--- config.mk ---
export PLATFORM = sky130hd
export DESIGN_NAME = decimal_schoolbook_multiplier
export DESIGN_NICKNAME = d
export VERILOG_FILES = /design/src/sv/dsm_pkg.sv /design/src/sv/decimal_schoolbook_multiplier.sv
export SDC_FILE = /design/constraint.sdc
export NUM_CORES = 1
export LEC_CHECK = 0
export BUFFER_PORTS_ARGS = -buffer_cell sky130_fd_sc_hd__buf_4
export CAP_MARGIN = 30
export CORE_MARGIN = 5
export CORE_UTILIZATION = 35
export CTS_CLUSTER_SIZE = 40
export DETAILED_ROUTE_END_ITERATION = 7
export GPL_TIMING_DRIVEN = 0
export PLACE_DENSITY = 0.46
export SLEW_MARGIN = 15
export SYNTH_ARGS = -nofsm -noshare
export SYNTH_HDL_FRONTEND = slang
export SYNTH_SLANG_ARGS = --single-unit
--- constraint.sdc ---
create_clock -name clk -period 6.4 [get_ports clk]
set_input_delay 1.28 -clock clk [delete_from_list [all_inputs] [get_ports clk]]
set_output_delay 1.28 -clock clk [all_outputs]
set_load 0.05 [all_outputs]
--- src/sv/dsm_pkg.sv ---
// ----------------------------------------------------------------------------
// dsm_pkg
// Types and constants for the decimal schoolbook multiplier.
// ----------------------------------------------------------------------------
package dsm_pkg;

	localparam int DIGIT_W = 4;
	localparam int MAX_DIGITS_DEF = 32;
	localparam int RADIX = 10;

	// floor(x / 10) == (x * DIV10_MUL) >> DIV10_SHIFT for x < 16384
	localparam int DIV10_MUL = 6554;
	localparam int DIV10_MUL_W = 13;
	localparam int DIV10_SHIFT = 16;

	typedef struct packed {
		logic               start_new;
		logic [DIGIT_W-1:0] digit_a;
		logic [DIGIT_W-1:0] digit_b;
	} operand_t;

	typedef struct packed {
		logic [DIGIT_W-1:0] product_digit;
		logic               bad_digit;
		logic               too_long;
	} product_t;

endpackage

--- src/sv/decimal_schoolbook_multiplier.sv ---
// ----------------------------------------------------------------------------
// decimal_schoolbook_multiplier
// Streaming decimal long multiplier, digits least significant first.
// ----------------------------------------------------------------------------
// Each operand transaction carries one digit of each factor and yields one
// product digit. Digits are kept in two single-port digit memories. The column
// for position p holds T = min(p + 1, 2*MAX_DIGITS - 1 - p) digit products
// (none from position 2*MAX_DIGITS - 1 on); one product is read from the
// memories and accumulated per cycle, and an operand occupies the block
// through accept, the T reads plus a drain step, the divide by ten and the
// result load. A result waiting in the output register does not stop the
// next operand being taken. Feed zero pairs after the last digits to flush
// the upper product digits; start_new restarts at position zero with no carry.
module decimal_schoolbook_multiplier
	#(
		parameter int MAX_DIGITS = dsm_pkg::MAX_DIGITS_DEF
	)
	(
		input  logic              clk,
		input  logic              arst_n,
		input  logic              operand_valid,
		output logic              operand_ready,
		input  dsm_pkg::operand_t operand,
		output logic              product_valid,
		input  logic              product_ready,
		output dsm_pkg::product_t product
	);

	import dsm_pkg::*;

	localparam int IDX_W   = (MAX_DIGITS > 1) ? $clog2(MAX_DIGITS) : 1;
	localparam int POS_W   = $clog2(2 * MAX_DIGITS + 1);
	localparam int CNT_W   = $clog2(MAX_DIGITS + 1);
	localparam int CARRY_W = $clog2(9 * MAX_DIGITS + 1);
	localparam int SUM_W   = $clog2(90 * MAX_DIGITS + 1);
	localparam int PROD_W  = SUM_W + DIV10_MUL_W;

	typedef enum logic [1:0] {
		ST_IDLE,
		ST_RUN,
		ST_DIV,
		ST_DONE
	} state_t;

	state_t state_q;

	logic [DIGIT_W-1:0] mem_a [MAX_DIGITS];
	logic [DIGIT_W-1:0] mem_b [MAX_DIGITS];
	logic [DIGIT_W-1:0] a_rd_s1;
	logic [DIGIT_W-1:0] b_rd_s1;
	logic               rd_v_s1;

	logic [POS_W-1:0]   pos_q;
	logic [CARRY_W-1:0] carry_q;
	logic [SUM_W-1:0]   acc_q;
	logic [CARRY_W-1:0] quo_q;
	logic [IDX_W-1:0]   j_q;
	logic [IDX_W-1:0]   k_q;
	logic [CNT_W-1:0]   rem_q;
	logic               bad_q;
	logic               long_q;

	logic               accept;
	logic               rd_en;
	logic               res_load;
	logic [POS_W-1:0]   p_eff;
	logic [CARRY_W-1:0] carry_eff;
	logic [DIGIT_W-1:0] da;
	logic [DIGIT_W-1:0] db;
	logic               bad;
	logic               in_range;
	logic               longer;
	logic [IDX_W-1:0]   j0;
	logic [IDX_W-1:0]   k0;
	logic [CNT_W-1:0]   cnt0;
	logic [PROD_W-1:0]  qprod;
	logic [SUM_W-1:0]   digit_sum;

	assign operand_ready = (state_q == ST_IDLE);
	assign accept        = operand_valid && operand_ready;
	assign rd_en         = (state_q == ST_RUN) && (rem_q != '0);
	assign res_load      = (state_q == ST_DONE) && (!product_valid || product_ready);

	always_comb begin
		p_eff     = operand.start_new ? '0 : pos_q;
		carry_eff = operand.start_new ? '0 : carry_q;
		da        = operand.digit_a;
		db        = operand.digit_b;
		bad       = 1'b0;
		if (operand.digit_a > DIGIT_W'(RADIX - 1)) begin
			da  = '0;
			bad = 1'b1;
		end
		if (operand.digit_b > DIGIT_W'(RADIX - 1)) begin
			db  = '0;
			bad = 1'b1;
		end
		in_range = (p_eff < POS_W'(MAX_DIGITS));
		longer   = !in_range && ((da != '0) || (db != '0));
		if (in_range) begin
			j0   = '0;
			k0   = p_eff[IDX_W-1:0];
			cnt0 = CNT_W'(p_eff) + CNT_W'(1);
		end else begin
			j0 = IDX_W'(p_eff - POS_W'(MAX_DIGITS - 1));
			k0 = IDX_W'(MAX_DIGITS - 1);
			if (p_eff < POS_W'(2 * MAX_DIGITS))
				cnt0 = CNT_W'(POS_W'(2 * MAX_DIGITS - 1) - p_eff);
			else
				cnt0 = '0;
		end
	end

	assign qprod     = PROD_W'(acc_q) * PROD_W'(DIV10_MUL);
	assign digit_sum = acc_q - SUM_W'(quo_q) * SUM_W'(RADIX);

	// digit memories: written at accept, read one column term per cycle
	always_ff @(posedge clk) begin
		if (accept && in_range) begin
			mem_a[p_eff[IDX_W-1:0]] <= da;
			mem_b[p_eff[IDX_W-1:0]] <= db;
		end
		if (rd_en) begin
			a_rd_s1 <= mem_a[j_q];
			b_rd_s1 <= mem_b[k_q];
		end
	end

	always_ff @(posedge clk or negedge arst_n) begin
		if (!arst_n) begin
			state_q       <= ST_IDLE;
			pos_q         <= '0;
			carry_q       <= '0;
			acc_q         <= '0;
			quo_q         <= '0;
			j_q           <= '0;
			k_q           <= '0;
			rem_q         <= '0;
			bad_q         <= 1'b0;
			long_q        <= 1'b0;
			rd_v_s1       <= 1'b0;
			product_valid <= 1'b0;
			product       <= '0;
		end else begin
			rd_v_s1 <= rd_en;
			if (rd_v_s1)
				acc_q <= acc_q + SUM_W'(8'(a_rd_s1) * 8'(b_rd_s1));
			if (res_load)
				product_valid <= 1'b1;
			else if (product_ready)
				product_valid <= 1'b0;
			unique case (state_q)
				ST_IDLE: begin
					if (operand_valid) begin
						pos_q   <= p_eff;
						acc_q   <= SUM_W'(carry_eff);
						j_q     <= j0;
						k_q     <= k0;
						rem_q   <= cnt0;
						bad_q   <= bad;
						long_q  <= longer;
						state_q <= ST_RUN;
					end
				end
				ST_RUN: begin
					if (rd_en) begin
						j_q   <= j_q + IDX_W'(1);
						k_q   <= k_q - IDX_W'(1);
						rem_q <= rem_q - CNT_W'(1);
					end else begin
						state_q <= ST_DIV;
					end
				end
				ST_DIV: begin
					quo_q   <= CARRY_W'(qprod >> DIV10_SHIFT);
					state_q <= ST_DONE;
				end
				ST_DONE: begin
					if (res_load) begin
						product.product_digit <= digit_sum[DIGIT_W-1:0];
						product.bad_digit     <= bad_q;
						product.too_long      <= long_q;
						carry_q               <= quo_q;
						if (pos_q < POS_W'(2 * MAX_DIGITS))
							pos_q <= pos_q + POS_W'(1);
						state_q <= ST_IDLE;
					end
				end
				default: state_q <= ST_IDLE;
			endcase
		end
	end

`ifndef SYNTHESIS
	a_div_after_drain: assert property (@(posedge clk) disable iff (!arst_n)
		(state_q == ST_DIV) |-> (rem_q == '0) && !rd_v_s1)
		else $error("column terms still pending at divide");

	a_digit_range: assert property (@(posedge clk) disable iff (!arst_n)
		(state_q == ST_DONE) |-> (digit_sum < SUM_W'(RADIX)))
		else $error("column remainder out of range");

	a_carry_bound: assert property (@(posedge clk) disable iff (!arst_n)
		carry_q <= CARRY_W'(9 * MAX_DIGITS))
		else $error("column carry above bound");

	a_result_from_done: assert property (@(posedge clk) disable iff (!arst_n)
		$rose(product_valid) |-> $past(state_q == ST_DONE))
		else $error("result raised outside result load");
`endif

endmodule

==> run_results.csv <==
group,metric,value,unit
cells_and_area,layout-drive-gt1-share,16.2,%
synthesis,yosysTopAreaCell,"sky130_fd_sc_hd__edfxtp_1",
clocking,insertion_delay,0.55,ns
clocking,tritoncts,"yes",
worst_setup_path,cp_data_arrival_time,5.97,ns
route,avgRoutedWirePerCell,22.0,um
synthesis,synth.top_cell.area_share,46.4,%
synthesis,synth_seq_cells,329,
global_routing,antenna_found_initial,2,
timing,worst_slew_pin_slew,0.981,ns
synthesis,ys_async_sr_fraction,19.8,%
global_routing,global_route.usage.total,15.9,%
global_routing,grt_pass1_wl,63600,um
synthesis,dominantRegCellSynth,"sky130_fd_sc_hd__edfxtp_1",
synthesis,yosys-top-cells-area,"sky130_fd_sc_hd__edfxtp_1 (46%), sky130_fd_sc_hd__mux4_2 (11%), sky130_fd_sc_hd__dfrtp_1 (9.5%)",
route,wl_met2,20000,um
die,floorplan.io_pins,21,
route,met1Wirelength,19300,um
timing,worst_clock_skew,0.0139,ns
global_routing,vias_in_the_first_global_route,9924,
route,wl_met3,1640,um
die,fp.dieArea,53300,um^2
synthesis,ys.warnings.count,0,
worst_setup_path,element_type_at_the_critical_path_end,"register",
die,placement_rows,81,
timing,max-slew-margin-rel,34.6,%
clocking,clk_path_buf_depth,3,
die,core_box_area,48600,um^2
timing,timing.fmax,182,MHz
cells_and_area,net_total_in_the_final_layout,1427,
route,drt_wl_total,41800,um
placement,port-buffer-count,20,
placement,gp_routability_congestion,0.801,
clocking,numClockSinks,329,
timing,finalHoldViolations,0,
die,initial_core_util,35.1,%
outcome,status,"complete, no violations",
synthesis,synth.top_cells.by_count,"sky130_fd_sc_hd__edfxtp_1 (264), sky130_fd_sc_hd__inv_1 (137), sky130_fd_sc_hd__ha_1 (120)",
min_path,hp-start,"bad_q",
clocking,clock-root-buffer,"sky130_fd_sc_hd__clkbuf_16",
route,first_pass_iters,7,
global_routing,grt_overflow_total,0,
worst_setup_path,required,6.87,ns
timing,timing.final.max_slew_violations,0,
route,highest_routed_layer,"met4",
clocking,total_clock_buffers_created_by_cts,39,
synthesis,synthCells,1175,
placement,dp_hpwl,30100,um
worst_setup_path,regToRegStartpoint,"acc_q[3]",
die,die_w,231,um
synthesis,synth_area,17100,um^2
synthesis,synth_nets,1355,
timing,unrepaired_setup_endpoints_after_global_routing,"false",
clocking,hold_fix_buffers_cts,0,
synthesis,synth.most_common_cell,"sky130_fd_sc_hd__edfxtp_1",
die,die_height,231,um
route,drcViolationCount,0,
timing,period_share,85.9,%
clocking,h-tree-depth,2,
route,route.antenna.remaining_nets,0,
synthesis,avgSynthCellArea,14.5,um^2
min_path,holdCritPathClass,"reg2reg",
worst_setup_path,worstSetupStartpoint,"acc_q[3]",
worst_setup_path,critical_path_type,"reg2reg",
synthesis,synth_edf_count,264,
timing,fin_setup_tns,0,ns
worst_setup_path,nature_of_the_critical_path_startpoint,"register",
timing,finalWorstPathRequiredPeriod,5.50,ns
synthesis,synth.distinct_cells,67,
clocking,post_cts_resized,0,
synthesis,yosysSeqAreaShare,56.0,%
global_routing,grt_max_degree,66,
route,detail_route.iter0.violations,654,
cells_and_area,syn2layout_area_growth,14.1,%
route,route.detailed.vias_per_inst,5.18,
route,overall_via_count_from_detail_route,9828,
clocking,post_cts_repair_setup_buffers,0,
flow_run,maximum_capacitance_violations,0,
clocking,clk_pin_slew_worst_paths,0.06,ns
worst_setup_path,cp_max_fo,8,
timing,report.final.setup_viol,0,
[layout by cell type, fill, tap and decap left out, drive strengths merged, types with 6 or more instances in the layout]
master	Yosys	layout
a211oi	6	6
ha	120	120
o31ai	7	7
nor2	64	64
dfrtp	65	65
a21o	6	6
clkbuf	26	75
xor2	7	7
buf	13	44
o21a	7	7
nor3	7	7
mux2	25	25
inv	140	142
a21oi	43	43
mux4	80	80
o21ai	36	36
nor2b	11	11
nand2	60	60
mux2i	8	8
fa	47	47
and2	18	18
or3	7	7
nor3b	7	7
clkinv	0	13
edfxtp	264	264
nand3	20	20
xnor2	11	11
[worst max-delay path, cell delays in order (launching register included)]
cell and delay [ns]:
sky130_fd_sc_hd__dfrtp_1 0.55, sky130_fd_sc_hd__ha_1 0.41, sky130_fd_sc_hd__inv_1 0.07, sky130_fd_sc_hd__fa_1 0.52, sky130_fd_sc_hd__inv_1 0.05, sky130_fd_sc_hd__fa_1 0.52
sky130_fd_sc_hd__fa_1 0.55, sky130_fd_sc_hd__inv_1 0.05, sky130_fd_sc_hd__fa_1 0.53, sky130_fd_sc_hd__inv_1 0.04, sky130_fd_sc_hd__ha_1 0.32, sky130_fd_sc_hd__a211oi_1 0.27
sky130_fd_sc_hd__o21ai_1 0.10, sky130_fd_sc_hd__a41oi_1 0.52, sky130_fd_sc_hd__o311ai_1 0.29, sky130_fd_sc_hd__or4_1 0.53, sky130_fd_sc_hd__nand3_1 0.08
[registers in the layout, indices dropped and copies added (netlist names), 2 cells and up]
signal   flops
mem_a      128
mem_b      128
acc_q       12
carry_q      9
quo_q        9
pos_q        7
product      6
rem_q        6
j_q          5
k_q          5
a_rd_s1      4
b_rd_s1      4
state_q      2
[logic make-up (layout without fill, tap and decap cells)]
group           Yosys count  after routing  synth area share (%)
compound gates          150            150                  5.73
xor+xnor                 18             18                 0.923
fa+ha+maj               167            167                  14.3
buf+inv                 179            279                  4.27
flops                   329            329                  56.0
mux                     113            113                  12.7
other cells               0              1                     0
simple gates            219            219                  6.14
[per-stage QoR]
stage          util [%]  area [um^2]  cells  worst slack (ns)  hold WS [ns]
4_1_cts            40.0        19400   1895             0.885         0.468
6_report           40.1        19500   1898             0.901         0.459
3_5_place_dp       37.4        18200   1826             0.944         0.456
3_3_place_gp       37.0        18000   1817             0.978         0.449
5_1_grt            40.1        19500   1897             0.708         0.510
2_1_floorplan         -        17100   1175              1.71         0.435
[layout make-up]
cell class	count	area (um^2)
fill	4505	29200
clock inverter	20	235
antenna	1	2.50
inverter	140	526
timing repair buffer	31	310
sequential	329	9550
buffer	39	203
tap	622	778
clock buffer	49	1030
multi-input combinational	667	6850
[layer usage]
| metal | global-route usage [%] | vias to the layer above |
|---|---|---|
| met3 | 3.00 | 59 |
| met5 | 0 | - |
| met2 | 25.7 | 191 |
| met4 | 4.12 | 0 |
| met1 | 22.2 | 5039 |
| li1 | - | 4539 |
[path summary, 6_finish.rpt]
path,end,slack [ns],depth (start not counted)
worst max-delay path,quo_q[8],0.90,16
min in group asynchronous,product_valid,0.61,1
worst min-delay path,bad_q,0.46,2
worst min register to register,bad_q,0.46,2
max in group asynchronous,product[1],5.24,2
worst max register to register,quo_q[8],0.90,16
Power is not shown: default switching activity piles up to over one toggle a cycle in this logic, so the estimate is an artifact.
